==> config.mk <==
export PLATFORM = sky130hd
export DESIGN_NAME = red_tail_drop_admission_flat
export DESIGN_NICKNAME = d
export VERILOG_FILES = /design/src/sv/rtda_pkg.sv /design/src/sv/rtda_if.sv /design/src/sv/rtda_cfg.sv /design/src/sv/rtda_dp.sv /design/src/sv/rtda_ctrl.sv /design/src/sv/red_tail_drop_admission.sv /design/src/flat_wrapper.sv
export SDC_FILE = /design/constraint.sdc
export NUM_CORES = 2
export LEC_CHECK = 0
export BUFFER_PORTS_ARGS = -buffer_cell sky130_fd_sc_hd__buf_2
export CORE_UTILIZATION = 60
export DETAILED_ROUTE_END_ITERATION = 6
export PLACE_DENSITY_LB_ADDON = 0.25
export SYNTH_ARGS = -nofsm -noshare
export SYNTH_HDL_FRONTEND = slang
export SYNTH_HIERARCHICAL = 1
export SYNTH_SLANG_ARGS = --single-unit
==> constraint.sdc <==
create_clock -name clk -period 21.4 [get_ports clk]
set_input_delay 2.14 -clock clk [delete_from_list [all_inputs] [get_ports clk]]
set_output_delay 2.14 -clock clk [all_outputs]
set_load 0.03 [all_outputs]
==> src/sv/rtda_pkg.sv <==
// Shared types, constants and command/status bundles of the RED admission block.
package rtda_pkg;

    localparam int QLEN_W = 11;
    localparam int TICK_W = 32;
    localparam int RND_W  = 16;
    localparam int AVG_W  = 27;
    localparam int FRAC_W = 16;
    localparam int PROB_W = 16;
    localparam int CNT_W  = 17;
    localparam int PROD_W = PROB_W + AVG_W;
    localparam int QUOT_W = 17;
    localparam int DCNT_W = 3;
    localparam int STEP_W = 5;
    localparam int DATA_W = 32;
    localparam int ADDR_W = 5;

    // Queue length cap applied before averaging
    localparam logic [QLEN_W-1:0] QUEUE_DEPTH = 11'd1024;
    // 0.1 in Q0.16, applied once per elapsed tick on an empty queue
    localparam logic [12:0] DECAY_Q16 = 13'd6554;
    localparam logic [DCNT_W-1:0] DECAY_TICKS = 3'd5;
    localparam logic [QUOT_W-1:0] ONE_Q16 = 17'h10000;
    localparam logic [STEP_W-1:0] DIV_STEPS = 5'd17;
    localparam logic signed [CNT_W-1:0] COUNT_MAX = 17'sd65535;

    typedef enum logic [1:0] {
        REASON_ADMIT  = 2'd0,
        REASON_FULL   = 2'd1,
        REASON_EARLY  = 2'd2,
        REASON_FORCED = 2'd3
    } reason_t;

    typedef enum logic [2:0] {
        REG_CAPACITY = 3'd0,
        REG_RED_EN   = 3'd1,
        REG_MIN_TH   = 3'd2,
        REG_MAX_TH   = 3'd3,
        REG_MAX_PROB = 3'd4,
        REG_WEIGHT   = 3'd5
    } reg_idx_t;

    typedef struct packed {
        logic [QLEN_W-1:0] queue_capacity;
        logic              red_enable;
        logic [QLEN_W-1:0] min_threshold;
        logic [QLEN_W-1:0] max_threshold;
        logic [PROB_W-1:0] max_probability;
        logic [PROB_W-1:0] average_weight;
    } cfg_t;

    typedef enum logic [3:0] {
        S_IDLE,
        S_CLASS,
        S_DECAY,
        S_DECAY_WB,
        S_UPD_MUL,
        S_UPD_APPLY,
        S_CMP,
        S_PB_MUL,
        S_PB_START,
        S_PB_DIV,
        S_PB_TAKE,
        S_LOAD_MUL,
        S_PA_START,
        S_PA_DIV,
        S_PA_DECIDE,
        S_DONE
    } state_t;

    typedef enum logic [4:0] {
        OP_NONE,
        OP_LOAD,
        OP_CLASS,
        OP_DECAY_MUL,
        OP_DECAY_WB,
        OP_UPD_MUL,
        OP_UPD_APPLY,
        OP_CMP,
        OP_PB_MUL,
        OP_DIV_PB,
        OP_DIV_STEP,
        OP_PB_TAKE,
        OP_LOAD_MUL,
        OP_EARLY_DROP,
        OP_DIV_PA,
        OP_PA_DECIDE,
        OP_OUT
    } op_t;

    typedef struct packed {
        op_t  op;
        logic in_ready;
    } ctrl_cmd_t;

    typedef struct packed {
        logic full;
        logic red_off;
        logic q_empty;
        logic decay_done;
        logic ge_max;
        logic ge_min;
        logic div_last;
        logic load_big;
        logic pa_ovf;
        logic out_busy;
    } dp_status_t;

endpackage

==> src/sv/rtda_if.sv <==
// Word channels of the RED admission block: arrivals and verdicts.
interface rtda_in_if import rtda_pkg::*; ();
    logic              valid;
    logic              ready;
    logic [QLEN_W-1:0] queue_length;
    logic [TICK_W-1:0] now_ticks;
    logic [RND_W-1:0]  random_value;

    modport source (output valid, queue_length, now_ticks, random_value, input ready);
    modport sink   (input valid, queue_length, now_ticks, random_value, output ready);
endinterface

interface rtda_out_if import rtda_pkg::*; ();
    logic             valid;
    logic             ready;
    logic             drop;
    logic [1:0]       drop_reason;
    logic [AVG_W-1:0] average_queue;

    modport source (output valid, drop, drop_reason, average_queue, input ready);
    modport sink   (input valid, drop, drop_reason, average_queue, output ready);
endinterface

==> src/sv/rtda_cfg.sv <==
// APB register file holding the admission settings.
module rtda_cfg import rtda_pkg::*; (
    input  logic              clk,
    input  logic              rst_n,
    input  logic              psel,
    input  logic              penable,
    input  logic              pwrite,
    input  logic [ADDR_W-1:0] paddr,
    input  logic [DATA_W-1:0] pwdata,
    output logic [DATA_W-1:0] prdata,
    output logic              pready,
    output cfg_t              cfg
);

    cfg_t     cfg_reg;
    cfg_t     cfg_next;
    reg_idx_t idx;
    logic     wr_en;

    assign pready = 1'b1;
    assign idx    = reg_idx_t'(paddr[ADDR_W-1:2]);
    assign wr_en  = psel && penable && pwrite;
    assign cfg    = cfg_reg;

    // Decode register writes
    always_comb
    begin
        cfg_next = cfg_reg;
        if (wr_en)
        begin
            unique case (idx)
                REG_CAPACITY: cfg_next.queue_capacity  = pwdata[QLEN_W-1:0];
                REG_RED_EN:   cfg_next.red_enable      = pwdata[0];
                REG_MIN_TH:   cfg_next.min_threshold   = pwdata[QLEN_W-1:0];
                REG_MAX_TH:   cfg_next.max_threshold   = pwdata[QLEN_W-1:0];
                REG_MAX_PROB: cfg_next.max_probability = pwdata[PROB_W-1:0];
                REG_WEIGHT:   cfg_next.average_weight  = pwdata[PROB_W-1:0];
                default:      cfg_next = cfg_reg;
            endcase
        end
    end

    // Read back
    always_comb
    begin
        unique case (idx)
            REG_CAPACITY: prdata = DATA_W'(cfg_reg.queue_capacity);
            REG_RED_EN:   prdata = DATA_W'(cfg_reg.red_enable);
            REG_MIN_TH:   prdata = DATA_W'(cfg_reg.min_threshold);
            REG_MAX_TH:   prdata = DATA_W'(cfg_reg.max_threshold);
            REG_MAX_PROB: prdata = DATA_W'(cfg_reg.max_probability);
            REG_WEIGHT:   prdata = DATA_W'(cfg_reg.average_weight);
            default:      prdata = '0;
        endcase
    end

    always_ff @(posedge clk or negedge rst_n)
    begin
        if (!rst_n)
        begin
            cfg_reg.queue_capacity  <= 11'd1024;
            cfg_reg.red_enable      <= 1'b1;
            cfg_reg.min_threshold   <= 11'd256;
            cfg_reg.max_threshold   <= 11'd768;
            cfg_reg.max_probability <= 16'd6554;
            cfg_reg.average_weight  <= 16'd58982;
        end
        else
        begin
            cfg_reg <= cfg_next;
        end
    end

endmodule

==> src/sv/rtda_dp.sv <==
// Datapath: average, count, shared multiplier and shared serial divider.
module rtda_dp import rtda_pkg::*; (
    input  logic              clk,
    input  logic              rst_n,
    input  cfg_t              cfg,
    input  op_t               op,
    input  logic [QLEN_W-1:0] in_queue_length,
    input  logic [TICK_W-1:0] in_now_ticks,
    input  logic [RND_W-1:0]  in_random_value,
    input  logic              out_ready,
    output logic              out_valid,
    output logic              out_drop,
    output logic [1:0]        out_drop_reason,
    output logic [AVG_W-1:0]  out_average_queue,
    output dp_status_t        status
);

    // Block state and control
    logic [AVG_W-1:0]        avg_reg, avg_next;
    logic signed [CNT_W-1:0] count_reg, count_next;
    logic [TICK_W-1:0]       last_reg, last_next;
    logic                    out_valid_reg, out_valid_next;

    // Working registers
    logic [QLEN_W-1:0] qlen_reg, qlen_next;
    logic [TICK_W-1:0] now_reg, now_next;
    logic [RND_W-1:0]  rnd_reg, rnd_next;
    reason_t           reason_reg, reason_next;
    logic [DCNT_W-1:0] dec_cnt_reg, dec_cnt_next;
    logic              up_reg, up_next;
    logic [PROD_W-1:0] prod_reg, prod_next;
    logic [AVG_W-1:0]  div_rem_reg, div_rem_next;
    logic [QUOT_W-1:0] div_low_reg, div_low_next;
    logic [AVG_W-1:0]  div_dvs_reg, div_dvs_next;
    logic [QUOT_W-1:0] quot_reg, quot_next;
    logic [STEP_W-1:0] div_cnt_reg, div_cnt_next;
    logic [PROB_W-1:0] pb_reg, pb_next;
    logic              drop_o_reg, drop_o_next;
    reason_t           reason_o_reg, reason_o_next;
    logic [AVG_W-1:0]  avg_o_reg, avg_o_next;

    logic [QLEN_W-1:0] qcap;
    logic [AVG_W-1:0]  target, diff, min_t, max_t;
    logic              up;
    logic [TICK_W-1:0] elapsed;
    logic [PROB_W-1:0] mul_a;
    logic [AVG_W-1:0]  mul_b;
    logic [PROD_W-1:0] prod_round;
    logic [AVG_W:0]    div_shift, div_trial;
    logic [QUOT_W-1:0] pa_den, pa;

    // Sample target and thresholds in Q11.16
    assign qcap    = (qlen_reg > QUEUE_DEPTH) ? QUEUE_DEPTH : qlen_reg;
    assign target  = {qcap, {FRAC_W{1'b0}}};
    assign up      = target >= avg_reg;
    assign diff    = up ? target - avg_reg : avg_reg - target;
    assign min_t   = {cfg.min_threshold, {FRAC_W{1'b0}}};
    assign max_t   = {cfg.max_threshold, {FRAC_W{1'b0}}};
    assign elapsed = now_reg - last_reg;

    assign prod_round = prod_reg + PROD_W'(17'h0FFFF);
    assign div_shift  = {div_rem_reg, div_low_reg[QUOT_W-1]};
    assign div_trial  = div_shift - {1'b0, div_dvs_reg};
    assign pa_den     = ONE_Q16 - {1'b0, prod_reg[FRAC_W-1:0]};
    assign pa         = (quot_reg > ONE_Q16) ? ONE_Q16 : quot_reg;

    // Status toward the controller
    assign status.full       = qlen_reg >= cfg.queue_capacity;
    assign status.red_off    = !cfg.red_enable;
    assign status.q_empty    = qlen_reg == '0;
    assign status.decay_done = dec_cnt_reg == '0;
    assign status.ge_max     = avg_reg >= max_t;
    assign status.ge_min     = avg_reg >= min_t;
    assign status.div_last   = div_cnt_reg == STEP_W'(1);
    assign status.load_big   = |prod_reg[PROD_W-1:FRAC_W];
    assign status.pa_ovf     = QUOT_W'(pb_reg[PROB_W-1:1]) >= pa_den;
    assign status.out_busy   = out_valid_reg && !out_ready;

    assign out_valid         = out_valid_reg;
    assign out_drop          = drop_o_reg;
    assign out_drop_reason   = reason_o_reg;
    assign out_average_queue = avg_o_reg;

    // Select multiplier operands
    always_comb
    begin
        case (op)
            OP_DECAY_MUL:
            begin
                mul_a = PROB_W'(DECAY_Q16);
                mul_b = avg_reg;
            end
            OP_UPD_MUL:
            begin
                mul_a = cfg.average_weight;
                mul_b = diff;
            end
            OP_PB_MUL:
            begin
                mul_a = cfg.max_probability;
                mul_b = avg_reg - min_t;
            end
            OP_LOAD_MUL:
            begin
                mul_a = pb_reg;
                mul_b = AVG_W'(count_reg[CNT_W-2:0]);
            end
            default:
            begin
                mul_a = '0;
                mul_b = '0;
            end
        endcase
    end

    // Execute the current command
    always_comb
    begin
        avg_next       = avg_reg;
        count_next     = count_reg;
        last_next      = last_reg;
        out_valid_next = out_valid_reg && !out_ready;
        qlen_next      = qlen_reg;
        now_next       = now_reg;
        rnd_next       = rnd_reg;
        reason_next    = reason_reg;
        dec_cnt_next   = dec_cnt_reg;
        up_next        = up_reg;
        prod_next      = prod_reg;
        div_rem_next   = div_rem_reg;
        div_low_next   = div_low_reg;
        div_dvs_next   = div_dvs_reg;
        quot_next      = quot_reg;
        div_cnt_next   = div_cnt_reg;
        pb_next        = pb_reg;
        drop_o_next    = drop_o_reg;
        reason_o_next  = reason_o_reg;
        avg_o_next     = avg_o_reg;

        unique case (op)
            OP_LOAD:
            begin
                qlen_next = in_queue_length;
                now_next  = in_now_ticks;
                rnd_next  = in_random_value;
            end
            OP_CLASS:
            begin
                if (status.full)
                begin
                    reason_next = REASON_FULL;
                end
                else if (status.red_off)
                begin
                    reason_next = REASON_ADMIT;
                end
                else
                begin
                    last_next = now_reg;
                    if (elapsed >= TICK_W'(DECAY_TICKS))
                    begin
                        dec_cnt_next = '0;
                        if (status.q_empty)
                        begin
                            avg_next = '0;
                        end
                    end
                    else
                    begin
                        dec_cnt_next = elapsed[DCNT_W-1:0];
                    end
                end
            end
            OP_DECAY_MUL, OP_PB_MUL, OP_LOAD_MUL:
            begin
                prod_next = PROD_W'(mul_a) * PROD_W'(mul_b);
            end
            OP_UPD_MUL:
            begin
                prod_next = PROD_W'(mul_a) * PROD_W'(mul_b);
                up_next   = up;
            end
            OP_DECAY_WB:
            begin
                avg_next     = prod_reg[FRAC_W +: AVG_W];
                dec_cnt_next = dec_cnt_reg - DCNT_W'(1);
            end
            OP_UPD_APPLY:
            begin
                // Round the new average down: truncate a rising step, round a falling step up
                if (up_reg)
                begin
                    avg_next = avg_reg + prod_reg[FRAC_W +: AVG_W];
                end
                else
                begin
                    avg_next = avg_reg - prod_round[FRAC_W +: AVG_W];
                end
            end
            OP_CMP:
            begin
                if (status.ge_max)
                begin
                    count_next  = '0;
                    reason_next = REASON_FORCED;
                end
                else if (status.ge_min)
                begin
                    if (count_reg != COUNT_MAX)
                    begin
                        count_next = count_reg + CNT_W'(1);
                    end
                end
                else
                begin
                    count_next  = '1;
                    reason_next = REASON_ADMIT;
                end
            end
            OP_DIV_PB:
            begin
                div_rem_next = AVG_W'(prod_reg[PROD_W-1:QUOT_W]);
                div_low_next = prod_reg[QUOT_W-1:0];
                div_dvs_next = max_t - min_t;
                quot_next    = '0;
                div_cnt_next = DIV_STEPS;
            end
            OP_DIV_PA:
            begin
                div_rem_next = AVG_W'(pb_reg[PROB_W-1:1]);
                div_low_next = {pb_reg[0], {FRAC_W{1'b0}}};
                div_dvs_next = AVG_W'(pa_den);
                quot_next    = '0;
                div_cnt_next = DIV_STEPS;
            end
            OP_DIV_STEP:
            begin
                // One restoring step: one quotient bit
                if (!div_trial[AVG_W])
                begin
                    div_rem_next = div_trial[AVG_W-1:0];
                    quot_next    = {quot_reg[QUOT_W-2:0], 1'b1};
                end
                else
                begin
                    div_rem_next = div_shift[AVG_W-1:0];
                    quot_next    = {quot_reg[QUOT_W-2:0], 1'b0};
                end
                div_low_next = {div_low_reg[QUOT_W-2:0], 1'b0};
                div_cnt_next = div_cnt_reg - STEP_W'(1);
            end
            OP_PB_TAKE:
            begin
                pb_next = quot_reg[PROB_W-1:0];
            end
            OP_EARLY_DROP:
            begin
                count_next  = '0;
                reason_next = REASON_EARLY;
            end
            OP_PA_DECIDE:
            begin
                if ({1'b0, rnd_reg} < pa)
                begin
                    count_next  = '0;
                    reason_next = REASON_EARLY;
                end
                else
                begin
                    reason_next = REASON_ADMIT;
                end
            end
            OP_OUT:
            begin
                out_valid_next = 1'b1;
                drop_o_next    = reason_reg != REASON_ADMIT;
                reason_o_next  = reason_reg;
                avg_o_next     = avg_reg;
            end
            default:
            begin
                avg_next = avg_reg;
            end
        endcase
    end

    always_ff @(posedge clk or negedge rst_n)
    begin
        if (!rst_n)
        begin
            avg_reg       <= '0;
            count_reg     <= '1;
            last_reg      <= '0;
            out_valid_reg <= 1'b0;
        end
        else
        begin
            avg_reg       <= avg_next;
            count_reg     <= count_next;
            last_reg      <= last_next;
            out_valid_reg <= out_valid_next;
        end
    end

    always_ff @(posedge clk)
    begin
        qlen_reg     <= qlen_next;
        now_reg      <= now_next;
        rnd_reg      <= rnd_next;
        reason_reg   <= reason_next;
        dec_cnt_reg  <= dec_cnt_next;
        up_reg       <= up_next;
        prod_reg     <= prod_next;
        div_rem_reg  <= div_rem_next;
        div_low_reg  <= div_low_next;
        div_dvs_reg  <= div_dvs_next;
        quot_reg     <= quot_next;
        div_cnt_reg  <= div_cnt_next;
        pb_reg       <= pb_next;
        drop_o_reg   <= drop_o_next;
        reason_o_reg <= reason_o_next;
        avg_o_reg    <= avg_o_next;
    end

endmodule

==> src/sv/rtda_ctrl.sv <==
// Controller state machine sequencing one admission decision.
module rtda_ctrl import rtda_pkg::*; (
    input  logic       clk,
    input  logic       rst_n,
    input  logic       in_valid,
    input  dp_status_t status,
    output ctrl_cmd_t  cmd
);

    state_t state_reg, state_next;

    // Next state
    always_comb
    begin
        state_next = state_reg;
        unique case (state_reg)
            S_IDLE:
                if (in_valid) state_next = S_CLASS;
            S_CLASS:
                if (status.full || status.red_off) state_next = S_DONE;
                else if (status.q_empty)           state_next = S_DECAY;
                else                               state_next = S_UPD_MUL;
            S_DECAY:
                state_next = status.decay_done ? S_CMP : S_DECAY_WB;
            S_DECAY_WB:  state_next = S_DECAY;
            S_UPD_MUL:   state_next = S_UPD_APPLY;
            S_UPD_APPLY: state_next = S_CMP;
            S_CMP:
                if (status.ge_max || !status.ge_min) state_next = S_DONE;
                else                                 state_next = S_PB_MUL;
            S_PB_MUL:    state_next = S_PB_START;
            S_PB_START:  state_next = S_PB_DIV;
            S_PB_DIV:
                if (status.div_last) state_next = S_PB_TAKE;
            S_PB_TAKE:   state_next = S_LOAD_MUL;
            S_LOAD_MUL:  state_next = S_PA_START;
            S_PA_START:
                state_next = (status.load_big || status.pa_ovf) ? S_DONE : S_PA_DIV;
            S_PA_DIV:
                if (status.div_last) state_next = S_PA_DECIDE;
            S_PA_DECIDE: state_next = S_DONE;
            S_DONE:
                if (!status.out_busy) state_next = S_IDLE;
            default:     state_next = S_IDLE;
        endcase
    end

    // Commands
    always_comb
    begin
        cmd.in_ready = 1'b0;
        cmd.op       = OP_NONE;
        unique case (state_reg)
            S_IDLE:
            begin
                cmd.in_ready = 1'b1;
                cmd.op       = in_valid ? OP_LOAD : OP_NONE;
            end
            S_CLASS:     cmd.op = OP_CLASS;
            S_DECAY:     cmd.op = status.decay_done ? OP_NONE : OP_DECAY_MUL;
            S_DECAY_WB:  cmd.op = OP_DECAY_WB;
            S_UPD_MUL:   cmd.op = OP_UPD_MUL;
            S_UPD_APPLY: cmd.op = OP_UPD_APPLY;
            S_CMP:       cmd.op = OP_CMP;
            S_PB_MUL:    cmd.op = OP_PB_MUL;
            S_PB_START:  cmd.op = OP_DIV_PB;
            S_PB_DIV:    cmd.op = OP_DIV_STEP;
            S_PB_TAKE:   cmd.op = OP_PB_TAKE;
            S_LOAD_MUL:  cmd.op = OP_LOAD_MUL;
            S_PA_START:
                cmd.op = (status.load_big || status.pa_ovf) ? OP_EARLY_DROP : OP_DIV_PA;
            S_PA_DIV:    cmd.op = OP_DIV_STEP;
            S_PA_DECIDE: cmd.op = OP_PA_DECIDE;
            S_DONE:      cmd.op = status.out_busy ? OP_NONE : OP_OUT;
            default:     cmd.op = OP_NONE;
        endcase
    end

    always_ff @(posedge clk or negedge rst_n)
    begin
        if (!rst_n)
        begin
            state_reg <= S_IDLE;
        end
        else
        begin
            state_reg <= state_next;
        end
    end

endmodule

==> src/sv/red_tail_drop_admission.sv <==
// Top level of the RED / tail drop admission block.
//
// One word on "arrival" (queue_length, now_ticks, random_value) yields one
// word on "verdict" (drop, drop_reason, average_queue). Settings are to be
// written over the APB port while no packet is in flight; the block itself
// does not enforce this. pready is always high. A full queue or RED
// disabled goes from the classify state straight to the done state,
// skipping the average update. A RED evaluation takes one weighted-average
// multiply (or up to four decay multiplies), then, for an average between
// the thresholds, up to two serial 17-step divisions for the base and
// count-corrected probabilities on a shared restoring divider; an empty
// queue decaying four ticks with both divisions is the longest case.
// Items are processed one at a time; the next word is taken once the
// previous verdict is in the output register, which holds it while the
// receiver stalls. Reset clears the average to 0, the drop count to -1,
// the last arrival time to 0 and loads the default settings.
module red_tail_drop_admission import rtda_pkg::*; (
    input  logic              clk,
    input  logic              rst_n,
    rtda_in_if.sink           arrival,
    rtda_out_if.source        verdict,
    input  logic              psel,
    input  logic              penable,
    input  logic              pwrite,
    input  logic [ADDR_W-1:0] paddr,
    input  logic [DATA_W-1:0] pwdata,
    output logic [DATA_W-1:0] prdata,
    output logic              pready
);

    cfg_t       cfg;
    ctrl_cmd_t  cmd;
    dp_status_t status;

    rtda_cfg u_cfg (
        .clk     (clk),
        .rst_n   (rst_n),
        .psel    (psel),
        .penable (penable),
        .pwrite  (pwrite),
        .paddr   (paddr),
        .pwdata  (pwdata),
        .prdata  (prdata),
        .pready  (pready),
        .cfg     (cfg)
    );

    rtda_ctrl u_ctrl (
        .clk      (clk),
        .rst_n    (rst_n),
        .in_valid (arrival.valid),
        .status   (status),
        .cmd      (cmd)
    );

    rtda_dp u_dp (
        .clk               (clk),
        .rst_n             (rst_n),
        .cfg               (cfg),
        .op                (cmd.op),
        .in_queue_length   (arrival.queue_length),
        .in_now_ticks      (arrival.now_ticks),
        .in_random_value   (arrival.random_value),
        .out_ready         (verdict.ready),
        .out_valid         (verdict.valid),
        .out_drop          (verdict.drop),
        .out_drop_reason   (verdict.drop_reason),
        .out_average_queue (verdict.average_queue),
        .status            (status)
    );

    assign arrival.ready = cmd.in_ready;

endmodule
==> src/flat_wrapper.sv <==
// flat-port wrapper written by rule: the top's interface ports become plain ports
module red_tail_drop_admission_flat import rtda_pkg::*;
  (clk, rst_n, psel, penable, pwrite, paddr, pwdata, prdata, pready, arrival_valid, arrival_queue_length, arrival_now_ticks, arrival_random_value, arrival_ready, verdict_valid, verdict_drop, verdict_drop_reason, verdict_average_queue, verdict_ready);
  rtda_in_if arrival_i ();
  rtda_out_if verdict_i ();
  input  logic clk;
  input  logic rst_n;
  input  logic psel;
  input  logic penable;
  input  logic pwrite;
  input  logic [ADDR_W-1:0] paddr;
  input  logic [DATA_W-1:0] pwdata;
  output logic [DATA_W-1:0] prdata;
  output logic pready;
  input wire logic [$bits(arrival_i.valid)-1:0] arrival_valid;
  input wire logic [$bits(arrival_i.queue_length)-1:0] arrival_queue_length;
  input wire logic [$bits(arrival_i.now_ticks)-1:0] arrival_now_ticks;
  input wire logic [$bits(arrival_i.random_value)-1:0] arrival_random_value;
  output wire logic [$bits(arrival_i.ready)-1:0] arrival_ready;
  output wire logic [$bits(verdict_i.valid)-1:0] verdict_valid;
  output wire logic [$bits(verdict_i.drop)-1:0] verdict_drop;
  output wire logic [$bits(verdict_i.drop_reason)-1:0] verdict_drop_reason;
  output wire logic [$bits(verdict_i.average_queue)-1:0] verdict_average_queue;
  input wire logic [$bits(verdict_i.ready)-1:0] verdict_ready;
  assign arrival_i.valid = arrival_valid;
  assign arrival_i.queue_length = arrival_queue_length;
  assign arrival_i.now_ticks = arrival_now_ticks;
  assign arrival_i.random_value = arrival_random_value;
  assign arrival_ready = arrival_i.ready;
  assign verdict_valid = verdict_i.valid;
  assign verdict_drop = verdict_i.drop;
  assign verdict_drop_reason = verdict_i.drop_reason;
  assign verdict_average_queue = verdict_i.average_queue;
  assign verdict_i.ready = verdict_ready;
  red_tail_drop_admission u_core (.clk(clk), .rst_n(rst_n), .arrival(arrival_i), .verdict(verdict_i), .psel(psel), .penable(penable), .pwrite(pwrite), .paddr(paddr), .pwdata(pwdata), .prdata(prdata), .pready(pready));
endmodule
==> results.ini <==
[critical_path]
critPathLaunch = u_core/u_dp/prod_reg[0]$_DFFE_PP_
cp_slowest_stage_delay_ps = 790
crit_path_end_kind = flop
worst_path_max_delay_cell = a22oi_1
crit_family = compound AO/OA/AOI/OAI gates
path_class = flop to flop
cp_num_buf_inv = 6
cp_common_cell = fa_1
arrival_ps = 14470
r2r_start = u_core/u_dp/prod_reg[0]$_DFFE_PP_
start_kind = flop
cp.required_ps = 21830
critical_path_peak_fanout = 36

[synthesis]
yosys.area_share.simple = 0.1605
synthCells = 4352
ys_ff_latch = 394
yosys-top-cells-area = edfxtp_1 19%, fa_1 18%, ha_1 9.4%
synth_top_family_by_area = adder cells
synth_cell_types = 107
yosys_warnings = 6
synth_top_area_frac = 0.1855
synth_edf_count = 247
synth_fa_ha_area_frac = 0.2717
ys_seq_area_frac = 0.2787
yosysMostFrequentCell = nand2_1
synth_area_um2 = 39990
synth-main-ff-cell = edfxtp_1
synth.area.mux_share = 0.03107
synth.avg_cell_area_um2 = 9.188
synthArstFlopShare = 0.3731
synth_compound_area_frac = 0.1464
netlist_top_cells_count = 563 x nand2_1, 554 x inv_1, 360 x nor2_1, 354 x fa_1, 302 x ha_1
synth_xor_area_frac = 0.03592
yosysTopAreaCell = edfxtp_1

[cts]
clk_latency_ps = 590
clock_path_buffers = 3
root_buffer = clkbuf_16
ctsResizeCount = 0
post_cts_buffers = 0
clk_pin_slew_ps = 60
cts_buffers = 41
cts_max_level = 2
clock_sinks = 394
postCtsHoldBufs = 0
cts_tree = yes

[sta]
finalHoldViolCount = 0
max_freq_mhz = 71.24
clock_skew_ps = 35.39
postLayoutSetupSlackWorst_ps = 7363
finalCritPeriodShare = 0.6559
grt_setup_unrepaired = false
timing.hold.ws_ps = 492.3
tightest_slew_ps = 1199
final-setup-viol-count = 0
slew_headroom = 0.1985
fin_crit_ps = 14040
report.final.slew_viol_count = 0
setup-tns-final_ps = 0

[status]
violations = design-rule violations
outcome = finished with violations

[floorplanning]
die_x_um = 260.2
die_h_um = 260.2
num_rows = 94
die-area_um2 = 67680
io_pins = 168
start_util = 0.6071
core_um2 = 65860

[detailed_routing]
first_pass_iters = 7
drt_iter0_markers = 3220
viasPerCell = 6.160
antenna_left = 0
num_vias = 32566
wl_met1_um = 46270
top_layer = met5
wl_met3_um = 10590
route.met2.wl_um = 51560
drc = 2
wl_per_cell_um = 21.46
routed_wl_um = 113500

[pwr]
pwr_density_cell_nw_per_um2 = 139.2
vdd_ir_drop_max_uv = 112.3
leakage_nw = 19.41

[final_layout]
final_nets = 5145
fin_area_um2 = 42730
final_util = 0.6488
largest_reg_flops = 66
area_growth_pct = 6.862
drive_above_1_share = 0.09776

[placed_design]
placed_area_um2 = 41300
gp_congestion = 0.9824
pre_cts_slack_ps = 7765
io_buffers = 132
dp_hpwl_um = 87780

[global_route]
grt_usage = 0.3398
grt_max_degree = 94
antenna_found_initial = 7
grt_overflow = 0
grt_pass1_wl_um = 177600
grt_pass1_vias = 31788

[hold_path]
min_path_type = flop to flop
hp-start = u_core/u_dp/now_reg[22]$_DFFE_PN_

[run]
maxCapViolCount = 0

[power by group]
group          internal (W)  switching (W)  total, W
Combinational       0.00129        0.00230   0.00359
Sequential          0.00124       0.000367   0.00161
Clock              0.000439       0.000314  0.000753
Total               0.00297        0.00298   0.00595
[stage by stage]
| stage | total power [W] | cells |
|---|---|---|
| 2_1_floorplan | 0.004032 | 4367 |
| 3_3_place_gp | 0.005041 | 5207 |
| 3_5_place_dp | 0.005107 | 5207 |
| 4_1_cts | 0.005883 | 5283 |
| 5_1_grt | 0.006368 | 5283 |
| 6_report | 0.005947 | 5287 |
[worst reg2reg max path, delay by kind of cell (launching register included)]
| kind | cells | cell delay (ps) |
|---|---|---|
| compound gates | 16 | 4420 |
| buf+inv | 6 | 900 |
| simple gates | 11 | 3720 |
| fa+ha+maj | 9 | 4150 |
| flops | 1 | 450 |
| xor+xnor | 1 | 270 |
[layer usage]
metal,GRT usage,vias up
met5,0,-
met4,0.1405,4
met3,0.07027,299
met2,0.5335,1550
met1,0.4588,15866
li1,-,14847
[cells by family (layout without fill, tap and decap cells)]
family | Yosys count | after routing
AO/OA/AOI/OAI | 871 | 871
XOR/XNOR | 164 | 164
buffers and inverters | 764 | 816
AND/OR/NAND/NOR | 1392 | 1392
multiplexers | 109 | 109
other | 2 | 21
flip-flops | 394 | 394
adder cells (fa/ha/maj) | 656 | 656
[layout make-up]
cell class                      count  area (um^2)
Antenna cell                        4        10.01
Sequential cell                   394        11140
Clock inverter                     25        249.0
Multi-Input combinational cell   3209        25930
Inverter                          555         2083
Fill cell                        5492        23130
Timing Repair Buffer              185         1065
Clock buffer                       51         1167
Tap cell                          864         1081
[cell usage in the layout (no fill, tap or decap), types with 34 or more instances in the layout]
master / netlist / layout
nand2b_1: 43 / 43
nor3_1: 66 / 62
and2_1: 61 / 61
nor2_1: 360 / 358
edfxtp_1: 247 / 247
nand3_1: 79 / 79
dfstp_2: 38 / 38
buf_4: 25 / 53
buf_2: 15 / 131
mux2_2: 64 / 64
nand2_1: 563 / 563
inv_1: 554 / 554
nor2b_1: 39 / 39
dfrtp_1: 109 / 109
xnor2_1: 91 / 91
ha_1: 302 / 302
a21o_1: 98 / 98
a22oi_1: 54 / 54
a21oi_1: 210 / 210
o21ai_0: 182 / 182
xor2_1: 73 / 73
clkbuf_16: 0 / 44
fa_1: 354 / 354
nand4_1: 34 / 34
[worst paths after layout]
path | to | slack, ps | cells after the start
max in group asynchronous | u_core/u_dp/avg_reg[3]$_DFFE_PN0P_ | 18440 | 2
hold / removal | u_core/u_dp/last_reg[22]$_DFFE_PN0P_ | 490 | 2
hold reg to reg | u_core/u_dp/last_reg[22]$_DFFE_PN0P_ | 490 | 2
setup reg to reg | u_core/u_dp/prod_reg[41]$_DFFE_PP_ | 7360 | 43
min in group asynchronous | u_core/u_dp/last_reg[13]$_DFFE_PN0P_ | 1660 | 1
setup / recovery | u_core/u_dp/prod_reg[41]$_DFFE_PP_ | 7360 | 43
Power figures use the tool's default switching activity.
